## src/sv/kce_pkg.sv

```systemverilog
// Package of the k-combination enumerator: field widths, register indexes
// and the payload types shared by the result interface and the top level.
// No dependencies.
package kce_pkg;

  localparam int ELEM_W    = 7;  // element and range_top width
  localparam int POS_W     = 4;  // position field width
  localparam int COUNT_W   = 5;  // choose_count width
  localparam int CFG_IDX_W = 2;
  localparam int CFG_W     = 7;  // widest configuration register

  localparam logic [CFG_IDX_W-1:0] REG_RANGE_TOP    = 2'd0;
  localparam logic [CFG_IDX_W-1:0] REG_CHOOSE_COUNT = 2'd1;

  typedef logic [ELEM_W-1:0]  elem_t;
  typedef logic [POS_W-1:0]   pos_t;
  typedef logic [COUNT_W-1:0] count_t;

endpackage

```

## src/sv/kce_in_if.sv

```systemverilog
// Request channel of the k-combination enumerator: valid/ready plus the
// restart flag. Depends on nothing.
interface kce_in_if;
  logic valid;
  logic ready;
  logic restart;

  modport source (output valid, output restart, input ready);
  modport sink   (input valid, input restart, output ready);
endinterface

```

## src/sv/kce_out_if.sv

```systemverilog
// Result channel of the k-combination enumerator: valid/ready plus one
// element of a combination. Depends on kce_pkg.
interface kce_out_if;
  logic           valid;
  logic           ready;
  kce_pkg::elem_t element;
  kce_pkg::pos_t  position;
  logic           last;
  logic           exhausted;

  modport source (output valid, output element, output position, output last,
                  output exhausted, input ready);
  modport sink   (input valid, input element, input position, input last,
                  input exhausted, output ready);
endinterface

```

## src/sv/k_combination_enumerator_top.sv

```systemverilog
// Top level of the k-combination enumerator: control sequencer, config
// registers and output register around the combination RAM.
// Depends on kce_pkg, kce_in_if, kce_out_if and kce_ram.
//
//   Channel  Dir  Handshake          Carries
//   in_ch    in   valid/ready        restart
//   out_ch   out  valid/ready        element, position, last, exhausted
//   cfg_*    in   cfg_we (no wait)   cfg_index, cfg_data
//
// A restart writes and emits the values 1..k. An advance scans right to left (a
// read, then a compare that also reads the next entry), then emits each kept
// element through a RAM read and each refill value directly. An exhausted
// result follows the accept or a full scan that finds no move. Reset idles the
// sequencer, clears flags and output valid and sets config registers to 1; the
// RAM needs none. A stalled output holds the sequencer; the next request is
// taken once the last result of the previous one sits in the output register.
module k_combination_enumerator_top #(
  parameter int MAX_N = 64,
  parameter int MAX_K = 16
) (
  input  logic                                clk,
  input  logic                                rst_n,
  input  logic                                cfg_we,
  input  logic [kce_pkg::CFG_IDX_W-1:0]       cfg_index,
  input  logic [kce_pkg::CFG_W-1:0]           cfg_data,
  kce_in_if.sink                              in_ch,
  kce_out_if.source                           out_ch
);
  localparam int KW = (MAX_K > 1) ? $clog2(MAX_K) : 1;

  localparam logic [2:0] S_IDLE     = 3'd0;
  localparam logic [2:0] S_SCAN_RD  = 3'd1;
  localparam logic [2:0] S_SCAN_CMP = 3'd2;
  localparam logic [2:0] S_EM_RD    = 3'd3;
  localparam logic [2:0] S_EM_OUT   = 3'd4;
  localparam logic [2:0] S_EXH      = 3'd5;

  logic [2:0]      state_r, state_nxt;
  kce_pkg::elem_t  range_top_r, range_top_nxt;
  kce_pkg::count_t choose_count_r, choose_count_nxt;
  logic            started_r, started_nxt;
  logic            finished_r, finished_nxt;
  kce_pkg::count_t p_r, p_nxt;        // scan position
  kce_pkg::count_t q_r, q_nxt;        // emit position
  kce_pkg::count_t piv_r, piv_nxt;    // first position that is rewritten
  kce_pkg::elem_t  val_r, val_nxt;    // next refill value
  kce_pkg::elem_t  base_r, base_nxt;  // n - k + 1

  logic            out_valid_r, out_valid_nxt;
  kce_pkg::elem_t  out_elem_r, out_elem_nxt;
  kce_pkg::pos_t   out_pos_r, out_pos_nxt;
  logic            out_last_r, out_last_nxt;
  logic            out_exh_r, out_exh_nxt;

  logic            ram_we, ram_re;
  logic [KW-1:0]   ram_waddr, ram_raddr;
  kce_pkg::elem_t  ram_wdata, ram_rdata;

  kce_pkg::elem_t  n_eff;
  logic            k_bad;
  logic [7:0]      base_full;
  logic            out_free;
  logic            out_load;
  logic            cfg_hit;
  kce_pkg::count_t q_inc;
  kce_pkg::count_t k_m1;

  kce_ram #(.WIDTH(kce_pkg::ELEM_W), .DEPTH(MAX_K)) u_ram (
    .clk   (clk),
    .we    (ram_we),
    .waddr (ram_waddr),
    .wdata (ram_wdata),
    .re    (ram_re),
    .raddr (ram_raddr),
    .rdata (ram_rdata)
  );

  assign n_eff = (range_top_r > kce_pkg::ELEM_W'(MAX_N)) ? kce_pkg::ELEM_W'(MAX_N)
                                                           : range_top_r;
  assign k_bad = (choose_count_r == '0) ||
                 ({3'b000, choose_count_r} > 8'(MAX_K)) ||
                 ({2'b00, choose_count_r} > n_eff);
  assign base_full = {1'b0, n_eff} - {3'b000, choose_count_r} + 8'd1;
  assign out_free  = !out_valid_r || out_ch.ready;
  assign q_inc     = q_r + 5'd1;
  assign k_m1      = choose_count_r - 5'd1;

  assign in_ch.ready      = (state_r == S_IDLE);
  assign out_ch.valid     = out_valid_r;
  assign out_ch.element   = out_elem_r;
  assign out_ch.position  = out_pos_r;
  assign out_ch.last      = out_last_r;
  assign out_ch.exhausted = out_exh_r;

  // Scan reads only happen before any write of the request, and during
  // emission reads stay left of the pivot while writes stay at or right of
  // it, so the RAM never sees a read and a write of one entry together.
  always_comb begin
    state_nxt        = state_r;
    range_top_nxt    = range_top_r;
    choose_count_nxt = choose_count_r;
    started_nxt      = started_r;
    finished_nxt     = finished_r;
    p_nxt            = p_r;
    q_nxt            = q_r;
    piv_nxt          = piv_r;
    val_nxt          = val_r;
    base_nxt         = base_r;
    out_valid_nxt    = out_valid_r && !out_ch.ready;
    out_elem_nxt     = out_elem_r;
    out_pos_nxt      = out_pos_r;
    out_last_nxt     = out_last_r;
    out_exh_nxt      = out_exh_r;
    out_load         = 1'b0;
    ram_we           = 1'b0;
    ram_waddr        = KW'(q_r);
    ram_wdata        = val_r;
    ram_re           = 1'b0;
    ram_raddr        = KW'(p_r);
    cfg_hit          = 1'b0;

    unique case (state_r)
      S_IDLE: begin
        if (in_ch.valid) begin
          base_nxt = base_full[kce_pkg::ELEM_W-1:0];
          if (in_ch.restart || !started_r) begin
            started_nxt  = 1'b1;
            finished_nxt = k_bad;
            piv_nxt      = '0;
            val_nxt      = kce_pkg::ELEM_W'(1);
            q_nxt        = '0;
            state_nxt    = k_bad ? S_EXH : S_EM_OUT;
          end else if (finished_r || k_bad) begin
            finished_nxt = 1'b1;
            state_nxt    = S_EXH;
          end else begin
            p_nxt     = k_m1;
            state_nxt = S_SCAN_RD;
          end
        end
      end
      S_SCAN_RD: begin
        ram_re    = 1'b1;
        state_nxt = S_SCAN_CMP;
      end
      S_SCAN_CMP: begin
        if ({1'b0, ram_rdata} < ({1'b0, base_r} + {3'b000, p_r})) begin
          piv_nxt   = p_r;
          val_nxt   = ram_rdata + kce_pkg::ELEM_W'(1);
          q_nxt     = '0;
          state_nxt = (p_r == '0) ? S_EM_OUT : S_EM_RD;
        end else if (p_r == '0) begin
          finished_nxt = 1'b1;
          state_nxt    = S_EXH;
        end else begin
          p_nxt     = p_r - 5'd1;
          ram_re    = 1'b1;
          ram_raddr = KW'(p_r - 5'd1);
        end
      end
      S_EM_RD: begin
        ram_re    = 1'b1;
        ram_raddr = KW'(q_r);
        state_nxt = S_EM_OUT;
      end
      S_EM_OUT: begin
        if (out_free) begin
          out_load     = 1'b1;
          out_valid_nxt = 1'b1;
          out_pos_nxt  = q_r[kce_pkg::POS_W-1:0];
          out_last_nxt = (q_r == k_m1);
          out_exh_nxt  = 1'b0;
          if (q_r < piv_r) begin
            out_elem_nxt = ram_rdata;
          end else begin
            out_elem_nxt = val_r;
            ram_we       = 1'b1;
            val_nxt      = val_r + kce_pkg::ELEM_W'(1);
          end
          if (q_r == k_m1) begin
            state_nxt = S_IDLE;
          end else begin
            q_nxt     = q_inc;
            state_nxt = (q_inc < piv_r) ? S_EM_RD : S_EM_OUT;
          end
        end
      end
      S_EXH: begin
        if (out_free) begin
          out_load      = 1'b1;
          out_valid_nxt = 1'b1;
          out_elem_nxt  = '0;
          out_pos_nxt   = '0;
          out_last_nxt  = 1'b1;
          out_exh_nxt   = 1'b1;
          state_nxt     = S_IDLE;
        end
      end
      default: state_nxt = S_IDLE;
    endcase

    if (cfg_we) begin
      unique case (cfg_index)
        kce_pkg::REG_RANGE_TOP: begin
          range_top_nxt = cfg_data[kce_pkg::ELEM_W-1:0];
          cfg_hit       = 1'b1;
        end
        kce_pkg::REG_CHOOSE_COUNT: begin
          choose_count_nxt = cfg_data[kce_pkg::COUNT_W-1:0];
          cfg_hit          = 1'b1;
        end
        default: cfg_hit = 1'b0;
      endcase
    end
    if (cfg_hit) begin
      started_nxt  = 1'b0;
      finished_nxt = 1'b0;
    end
  end

  always_ff @(posedge clk) begin
    if (!rst_n) begin
      state_r        <= S_IDLE;
      range_top_r    <= kce_pkg::ELEM_W'(1);
      choose_count_r <= kce_pkg::COUNT_W'(1);
      started_r      <= 1'b0;
      finished_r     <= 1'b0;
      out_valid_r    <= 1'b0;
    end else begin
      state_r        <= state_nxt;
      range_top_r    <= range_top_nxt;
      choose_count_r <= choose_count_nxt;
      started_r      <= started_nxt;
      finished_r     <= finished_nxt;
      out_valid_r    <= out_valid_nxt;
    end
  end

  always_ff @(posedge clk) begin
    p_r        <= p_nxt;
    q_r        <= q_nxt;
    piv_r      <= piv_nxt;
    val_r      <= val_nxt;
    base_r     <= base_nxt;
    out_elem_r <= out_elem_nxt;
    out_pos_r  <= out_pos_nxt;
    out_last_r <= out_last_nxt;
    out_exh_r  <= out_exh_nxt;
  end

  a_no_rw_same_entry: assert property (@(posedge clk) disable iff (!rst_n)
    (ram_we && ram_re) |-> (ram_waddr != ram_raddr))
    else $error("RAM read and write hit the same entry");

  a_exh_shape: assert property (@(posedge clk) disable iff (!rst_n)
    (out_valid_r && out_exh_r) |-> (out_last_r && (out_elem_r == '0)))
    else $error("exhausted result is not a lone zero item");

  a_finished_started: assert property (@(posedge clk) disable iff (!rst_n)
    finished_r |-> started_r)
    else $error("finished set without a started enumeration");

  a_emit_in_range: assert property (@(posedge clk) disable iff (!rst_n)
    (state_r == S_EM_OUT || state_r == S_EM_RD) |-> (q_r < choose_count_r))
    else $error("emit position beyond k");

  a_last_ends_run: assert property (@(posedge clk) disable iff (!rst_n)
    (out_load && out_last_nxt) |=> (state_r == S_IDLE))
    else $error("sequencer did not return to idle after the last item");

endmodule

```

## src/sv/kce_ram.sv

```systemverilog
// Generic single-port-write, single-port-read RAM with a registered read.
// Read data holds until the next read enable. No dependencies.
module kce_ram #(
  parameter int WIDTH = 7,
  parameter int DEPTH = 16
) (
  input  logic                                         clk,
  input  logic                                         we,
  input  logic [$clog2((DEPTH > 1) ? DEPTH : 2)-1:0]   waddr,
  input  logic [WIDTH-1:0]                             wdata,
  input  logic                                         re,
  input  logic [$clog2((DEPTH > 1) ? DEPTH : 2)-1:0]   raddr,
  output logic [WIDTH-1:0]                             rdata
);
  logic [WIDTH-1:0] mem [DEPTH];
  logic [WIDTH-1:0] rdata_r;

  always_ff @(posedge clk) begin
    if (we) begin
      mem[waddr] <= wdata;
    end
    if (re) begin
      rdata_r <= mem[raddr];
    end
  end

  assign rdata = rdata_r;
endmodule
```

## src/flat_wrapper.sv

```systemverilog
// flat-port wrapper written by rule: the top's interface ports become plain ports
module k_combination_enumerator_top_flat 
#(
  parameter int MAX_N = 64,
  parameter int MAX_K = 16
)
  (clk, rst_n, cfg_we, cfg_index, cfg_data, in_ch_valid, in_ch_restart, in_ch_ready, out_ch_valid, out_ch_element, out_ch_position, out_ch_last, out_ch_exhausted, out_ch_ready);
  kce_in_if in_ch_i ();
  kce_out_if out_ch_i ();
  input  logic clk;
  input  logic rst_n;
  input  logic cfg_we;
  input  logic [kce_pkg::CFG_IDX_W-1:0] cfg_index;
  input  logic [kce_pkg::CFG_W-1:0] cfg_data;
  input wire logic [$bits(in_ch_i.valid)-1:0] in_ch_valid;
  input wire logic [$bits(in_ch_i.restart)-1:0] in_ch_restart;
  output wire logic [$bits(in_ch_i.ready)-1:0] in_ch_ready;
  output wire logic [$bits(out_ch_i.valid)-1:0] out_ch_valid;
  output wire logic [$bits(out_ch_i.element)-1:0] out_ch_element;
  output wire logic [$bits(out_ch_i.position)-1:0] out_ch_position;
  output wire logic [$bits(out_ch_i.last)-1:0] out_ch_last;
  output wire logic [$bits(out_ch_i.exhausted)-1:0] out_ch_exhausted;
  input wire logic [$bits(out_ch_i.ready)-1:0] out_ch_ready;
  assign in_ch_i.valid = in_ch_valid;
  assign in_ch_i.restart = in_ch_restart;
  assign in_ch_ready = in_ch_i.ready;
  assign out_ch_valid = out_ch_i.valid;
  assign out_ch_element = out_ch_i.element;
  assign out_ch_position = out_ch_i.position;
  assign out_ch_last = out_ch_i.last;
  assign out_ch_exhausted = out_ch_i.exhausted;
  assign out_ch_i.ready = out_ch_ready;
  k_combination_enumerator_top #(.MAX_N(MAX_N), .MAX_K(MAX_K)) u_core (.clk(clk), .rst_n(rst_n), .cfg_we(cfg_we), .cfg_index(cfg_index), .cfg_data(cfg_data), .in_ch(in_ch_i), .out_ch(out_ch_i));
endmodule
```

## config.mk

```make
export PLATFORM = sky130hd
export DESIGN_NAME = k_combination_enumerator_top_flat
export DESIGN_NICKNAME = d
export VERILOG_FILES = /design/src/sv/kce_pkg.sv /design/src/sv/kce_in_if.sv /design/src/sv/kce_out_if.sv /design/src/sv/k_combination_enumerator_top.sv /design/src/sv/kce_ram.sv /design/src/flat_wrapper.sv
export SDC_FILE = /design/constraint.sdc
export NUM_CORES = 1
export LEC_CHECK = 0
export BUFFER_PORTS_ARGS = -buffer_cell sky130_fd_sc_hd__buf_2
export CAP_MARGIN = 10
export CORE_MARGIN = 8
export CORE_UTILIZATION = 40
export DETAILED_ROUTE_END_ITERATION = 10
export GPL_TIMING_DRIVEN = 0
export MAX_ROUTING_LAYER = met4
export PLACE_DENSITY = 0.55
export SYNTH_ARGS = -nofsm -noshare
export SYNTH_HDL_FRONTEND = slang
export SYNTH_SLANG_ARGS = --single-unit
```

## constraint.sdc

```tcl
create_clock -name clk -period 4.25 [get_ports clk]
set_clock_uncertainty 0.2 [all_clocks]
set_input_delay 0.2125 -clock clk [delete_from_list [all_inputs] [get_ports clk]]
set_output_delay 0.2125 -clock clk [all_outputs]
set_load 0.05 [all_outputs]
```

==> impl_metrics.prom <==
# TYPE chip_impl_metric gauge
chip_impl_info{name="run_status",value="finished, violations left"} 1
chip_impl_info{name="violated_checks",value="setup timing"} 1
chip_impl_metric{name="first_global_vias",unit=""} 5571
chip_impl_metric{name="fp.dieArea",unit="sq mm"} 0.0272
chip_impl_metric{name="r2r.worst_path.cells",unit=""} 19
chip_impl_metric{name="period_minus_slack",unit="ns"} 4.72
chip_impl_metric{name="place.port_buffers",unit=""} 29
chip_impl_metric{name="synth-edff-count",unit=""} 161
chip_impl_metric{name="critPathRequiredTime",unit="ns"} 4.22
chip_impl_metric{name="post_route_ant_nets",unit=""} 0
chip_impl_metric{name="synthToLayoutAreaGrowth",unit="%"} 16.8
chip_impl_metric{name="power_density",unit="mW/mm^2"} 755
chip_impl_metric{name="routabilityCongestion",unit=""} 0.923
chip_impl_info{name="post-synth-top-count-cell",value="sky130_fd_sc_hd__edfxtp_1"} 1
chip_impl_metric{name="clk_transition_reported_paths",unit="ns"} 0.07
chip_impl_metric{name="detail_route.wl_per_cell",unit="um"} 19.1
chip_impl_info{name="min_path_type",value="input pin to flip-flop"} 1
chip_impl_info{name="crit_path_end_kind",value="flip-flop"} 1
chip_impl_metric{name="core_util_final",unit="%"} 47.5
chip_impl_metric{name="antennaDiodeCount",unit=""} 0
chip_impl_metric{name="drv.max_cap_violation_count",unit=""} 0
chip_impl_metric{name="synth_top_area_share",unit="%"} 54.5
chip_impl_metric{name="cts_bufs_inserted",unit=""} 17
chip_impl_metric{name="timing_hold_violations_final",unit=""} 0
chip_impl_metric{name="cts.htree.levels",unit=""} 4
chip_impl_info{name="synth_ff_type",value="sky130_fd_sc_hd__edfxtp_1"} 1
chip_impl_metric{name="netlist_area",unit="sq mm"} 0.00887
chip_impl_info{name="critical_path.slowest_cell",value="sky130_fd_sc_hd__edfxtp_1"} 1
chip_impl_metric{name="vias_per_cell",unit=""} 5.27
chip_impl_info{name="path_delay_family",value="compound AO/OA/AOI/OAI gates"} 1
chip_impl_metric{name="postSynthRegisterBits",unit=""} 179
chip_impl_metric{name="grt_remaining_overflow",unit=""} 0
chip_impl_info{name="rsz_0062_raised_after_global_routing",value="yes"} 1
chip_impl_metric{name="grt_start_max_net_pins",unit=""} 23
chip_impl_info{name="whs_endpoint",value="u_core.range_top_r[0]"} 1
chip_impl_info{name="r2r-start",value="u_core.p_r[0]"} 1
chip_impl_metric{name="yosysWarningCount",unit=""} 0
chip_impl_metric{name="total_half_perimeter_wirelength_after_legalization_and_detailed_placement",unit="mm"} 14.4
chip_impl_metric{name="drv_slew",unit=""} 0
chip_impl_metric{name="worst-slew-pin-transition",unit="ns"} 1.12
chip_impl_metric{name="synth.net_count",unit=""} 741
chip_impl_metric{name="fmax",unit="MHz"} 212
chip_impl_metric{name="min_path_cells",unit=""} 4
chip_impl_info{name="hp-start",value="cfg_index[0]"} 1
chip_impl_metric{name="leakagePower",unit="nW"} 3.95
chip_impl_info{name="cp_cell_sequence",value="ha_4 > fa_2 > a21o_1 > a21oi_2 > nor2b_1 > o21ai_1 > xor2_1 > ha_1 > and3_4 > a221o_1 > a31o_4 > and4b_1 > nor3_4 > buf_6 > buf_4 > mux2i_1 > mux2i_1 > a22o_1 > a221o_1"} 1
chip_impl_metric{name="cp.depth",unit=""} 19
chip_impl_metric{name="cts-root-to-sink-buffers",unit=""} 2
chip_impl_metric{name="clock_insertion_delay_worst_skew",unit="ns"} 0.42
chip_impl_metric{name="ys_types",unit=""} 58
chip_impl_info{name="critical_path.reg2reg.endpoint",value="u_core.u_ram.rdata[5]"} 1
chip_impl_metric{name="wirelength",unit="mm"} 20.2
chip_impl_metric{name="num-fill-cells",unit=""} 1927
chip_impl_metric{name="layout_worst_path_cycle_share",unit="%"} 111
chip_impl_metric{name="ios",unit=""} 30
chip_impl_metric{name="post-route-drc-count",unit=""} 0
chip_impl_metric{name="critPathMaxStageDelay",unit="ns"} 0.44
chip_impl_metric{name="floorplan.die.width",unit="um"} 165
chip_impl_metric{name="dr.first_iter.drc_count",unit=""} 410
chip_impl_metric{name="design.core.area",unit="sq mm"} 0.0218
chip_impl_metric{name="critical_path_peak_fanout",unit=""} 7
chip_impl_metric{name="seq_area_frac_synth",unit="%"} 58.6
chip_impl_metric{name="placement_rows",unit=""} 54
chip_impl_info{name="post_synth_main_area_contributors",value="sky130_fd_sc_hd__edfxtp_1 55%, sky130_fd_sc_hd__mux2i_1 11%, sky130_fd_sc_hd__ha_1 5.8%, sky130_fd_sc_hd__dfxtp_1 4.1%, sky130_fd_sc_hd__nor2_1 2.0%"} 1
chip_impl_info{name="setup.worst_path.start_class",value="flip-flop"} 1
chip_impl_metric{name="final_layout_size_suffix_gt1_share",unit="%"} 15.1
chip_impl_metric{name="syn_avg_cell_area",unit="sq um"} 13.0
chip_impl_metric{name="grt_use_total",unit="%"} 15.6
chip_impl_metric{name="num-nets-final",unit=""} 822
chip_impl_metric{name="final-setup-viol-count",unit=""} 7
chip_impl_metric{name="ff_latch_area",unit="sq mm"} 0.00519
chip_impl_metric{name="critical_path_arrival",unit="ns"} 4.69
chip_impl_metric{name="via_count",unit=""} 5567
chip_impl_info{name="yosys-top-cells-count",value="161 x sky130_fd_sc_hd__edfxtp_1, 101 x sky130_fd_sc_hd__mux2i_1, 48 x sky130_fd_sc_hd__nor2_1, 46 x sky130_fd_sc_hd__nand2_1, 41 x sky130_fd_sc_hd__ha_1"} 1
chip_impl_metric{name="timing.critical_path.buf_inv",unit=""} 2
chip_impl_metric{name="finalHoldWorstSlack",unit="ns"} 0.109
chip_impl_metric{name="async_flop_share",unit="%"} 0
chip_impl_metric{name="reg2reg_setup_slack",unit="ns"} -0.47
chip_impl_metric{name="initial_antenna_violation_count",unit=""} 0
chip_impl_info{name="cts_root_buffer",value="sky130_fd_sc_hd__clkbuf_16"} 1
chip_impl_metric{name="grt_pass1_wl",unit="mm"} 31.2
chip_impl_metric{name="die_h",unit="um"} 165
chip_impl_metric{name="initial_core_util",unit="%"} 40.6
chip_impl_info{name="cts_tree",value="yes"} 1
chip_impl_metric{name="multi_input_area",unit="sq mm"} 0.00352
chip_impl_metric{name="ir_drop",unit="mV"} 0.424
chip_impl_metric{name="slew_headroom",unit="%"} 25.0
chip_impl_metric{name="finalWorstSetupSlack",unit="ns"} -0.475
chip_impl_metric{name="post_synth_inst_count",unit=""} 683
chip_impl_info{name="post-synth-top-area-cell",value="sky130_fd_sc_hd__edfxtp_1"} 1
chip_impl_metric{name="cts_num_sinks",unit=""} 179
chip_impl_metric{name="drt_first_pass_iters",unit=""} 6
chip_impl_info{name="timing.setup.critical_path_class",value="flip-flop to flip-flop"} 1
==> cells in the final DEF, fill, tap and decap left out, types with 3 or more instances in the layout <==
cell type,count
sky130_fd_sc_hd__edfxtp_1,161
sky130_fd_sc_hd__mux2i_1,99
sky130_fd_sc_hd__nor2_1,47
sky130_fd_sc_hd__nand2_1,46
sky130_fd_sc_hd__ha_1,40
sky130_fd_sc_hd__buf_2,32
sky130_fd_sc_hd__inv_1,24
sky130_fd_sc_hd__nor2b_1,21
sky130_fd_sc_hd__clkbuf_16,18
sky130_fd_sc_hd__dfxtp_1,18
sky130_fd_sc_hd__a21oi_1,17
sky130_fd_sc_hd__xnor2_1,17
sky130_fd_sc_hd__o21ai_0,17
sky130_fd_sc_hd__nand2b_1,16
sky130_fd_sc_hd__nand3_1,16
sky130_fd_sc_hd__buf_4,15
sky130_fd_sc_hd__xor2_1,12
sky130_fd_sc_hd__dlygate4sd3_1,12
sky130_fd_sc_hd__clkbuf_1,11
sky130_fd_sc_hd__nor3_1,11
sky130_fd_sc_hd__a22oi_1,10
sky130_fd_sc_hd__buf_6,8
sky130_fd_sc_hd__and3_1,7
sky130_fd_sc_hd__o21ai_1,6
sky130_fd_sc_hd__o21a_1,6
sky130_fd_sc_hd__and2_1,5
sky130_fd_sc_hd__a21o_1,5
sky130_fd_sc_hd__a31oi_1,5
sky130_fd_sc_hd__o22ai_1,5
sky130_fd_sc_hd__a22oi_2,5
sky130_fd_sc_hd__buf_12,4
sky130_fd_sc_hd__a21boi_0,4
sky130_fd_sc_hd__clkinvlp_4,4
sky130_fd_sc_hd__buf_8,3
sky130_fd_sc_hd__nor2_2,3
==> routing by layer <==
layer | global-route usage (%) | up-vias | part of all wire [%]
li1 | - | 2697 | -
met1 | 21.8 | 2700 | 48
met2 | 22.9 | 154 | 45
met3 | 3.04 | 16 | 5.8
met4 | 4.38 | 0 | 0.98
met5 | - | - | 0
==> how the worst max path moves through the flow <==
stage | from | endpoint | slack (ns)
CTS | u_core.p_r[0] | u_core.u_ram.rdata[3] | -0.47
global route | u_core.p_r[0] | u_core.u_ram.rdata[3] | -0.67
detailed placement | u_core.p_r[0] | u_core.u_ram.rdata[1] | -0.76
global placement | u_core.p_r[0] | u_core.u_ram.rdata[1] | -0.74
floorplan | u_core.p_r[0] | u_core.u_ram.rdata[5] | -0.06
finish | u_core.p_r[0] | u_core.u_ram.rdata[5] | -0.47
==> area by class of cell <==
type / instances / share of cell area (%)
plain buffers: 24 / 2.00
clock buffers: 19 / 4.18
clock inverters: 12 / 0.990
inverters: 24 / 0.869
multi-input cells: 456 / 33.9
flip-flops and latches: 179 / 50.1
well taps: 280 / 3.38
repair buffers: 62 / 4.50
==> sequential cells by signal, summed over array words and instances, names as in the netlist <==
register,cells
u_core.state_r,3
u_core.out_ch.valid,1
u_core.out_ch.last,1
u_core.q_r,5
u_core.choose_count_r,5
u_core.out_ch.exhausted,1
u_core.u_ram.mem,112
u_core.started_r,1
u_core.finished_r,1
u_core.out_ch.element,7
u_core.range_top_r,7
u_core.out_ch.position,4
u_core.base_r,7
u_core.ram_wdata,7
u_core.u_ram.rdata,7
u_core.piv_r,5
u_core.p_r,5
==> power by group <==
part	switching, W	internal [W]
logic	0.00205	0.00150
clock network	0.000684	0.000757
registers	0.000373	0.00246
==> worst reg2reg max path: cells and delay by family, from the launching register on <==
| family | cells | cell delay, ns |
|---|---|---|
| multiplexers | 2 | 0.34 |
| AND/OR/NAND/NOR | 4 | 0.67 |
| adder cells (fa/ha/maj) | 3 | 0.80 |
| flip-flops | 1 | 0.44 |
| AO/OA/AOI/OAI | 7 | 1.54 |
| XOR/XNOR | 1 | 0.18 |
| buffers and inverters | 2 | 0.31 |
==> metrics by stage <==
stage	instances	area (sq um)	setup TNS, ns	power, W	setup slack, ns
after floorplan	683	8880	-0.259	0.00507	-0.0641
after global placement	992	9380	-4.95	0.00594	-0.745
after detailed placement	993	9390	-5.24	0.00600	-0.760
after CTS	1049	10200	-3.05	0.00770	-0.472
after global routing	1056	10400	-4.38	0.00824	-0.671
final	1056	10400	-2.73	0.00783	-0.475
==> cell families (layout without fill, tap and decap cells) <==
| logic type | after synthesis | count (layout) | synth area share, % |
|---|---|---|---|
| DFF | 179 | 179 | 58.6 |
| xor gates and xnor gates | 29 | 29 | 2.86 |
| muxes | 103 | 103 | 11.7 |
| and+or+nand+nor | 181 | 181 | 9.92 |
| AOI/OAI and AO/OA | 100 | 100 | 7.86 |
| buffers and inverters | 48 | 141 | 2.89 |
| adders and majority gates | 43 | 43 | 6.24 |
==> what timing repair did <==
| action | 4_1_cts | 5_1_grt |
|---|---|---|
| setup buffers | 12 | 6 |
| gates cloned | 1 | 1 |
| hold endpoints to repair | 16 | 0 |
| setup endpoints to repair | 14 | 27 |
| pin swaps | 10 | 9 |
| resized for setup | 22 | 13 |
| hold buffers | 12 | 0 |
No activity file was read; power rests on OpenSTA's default activity.
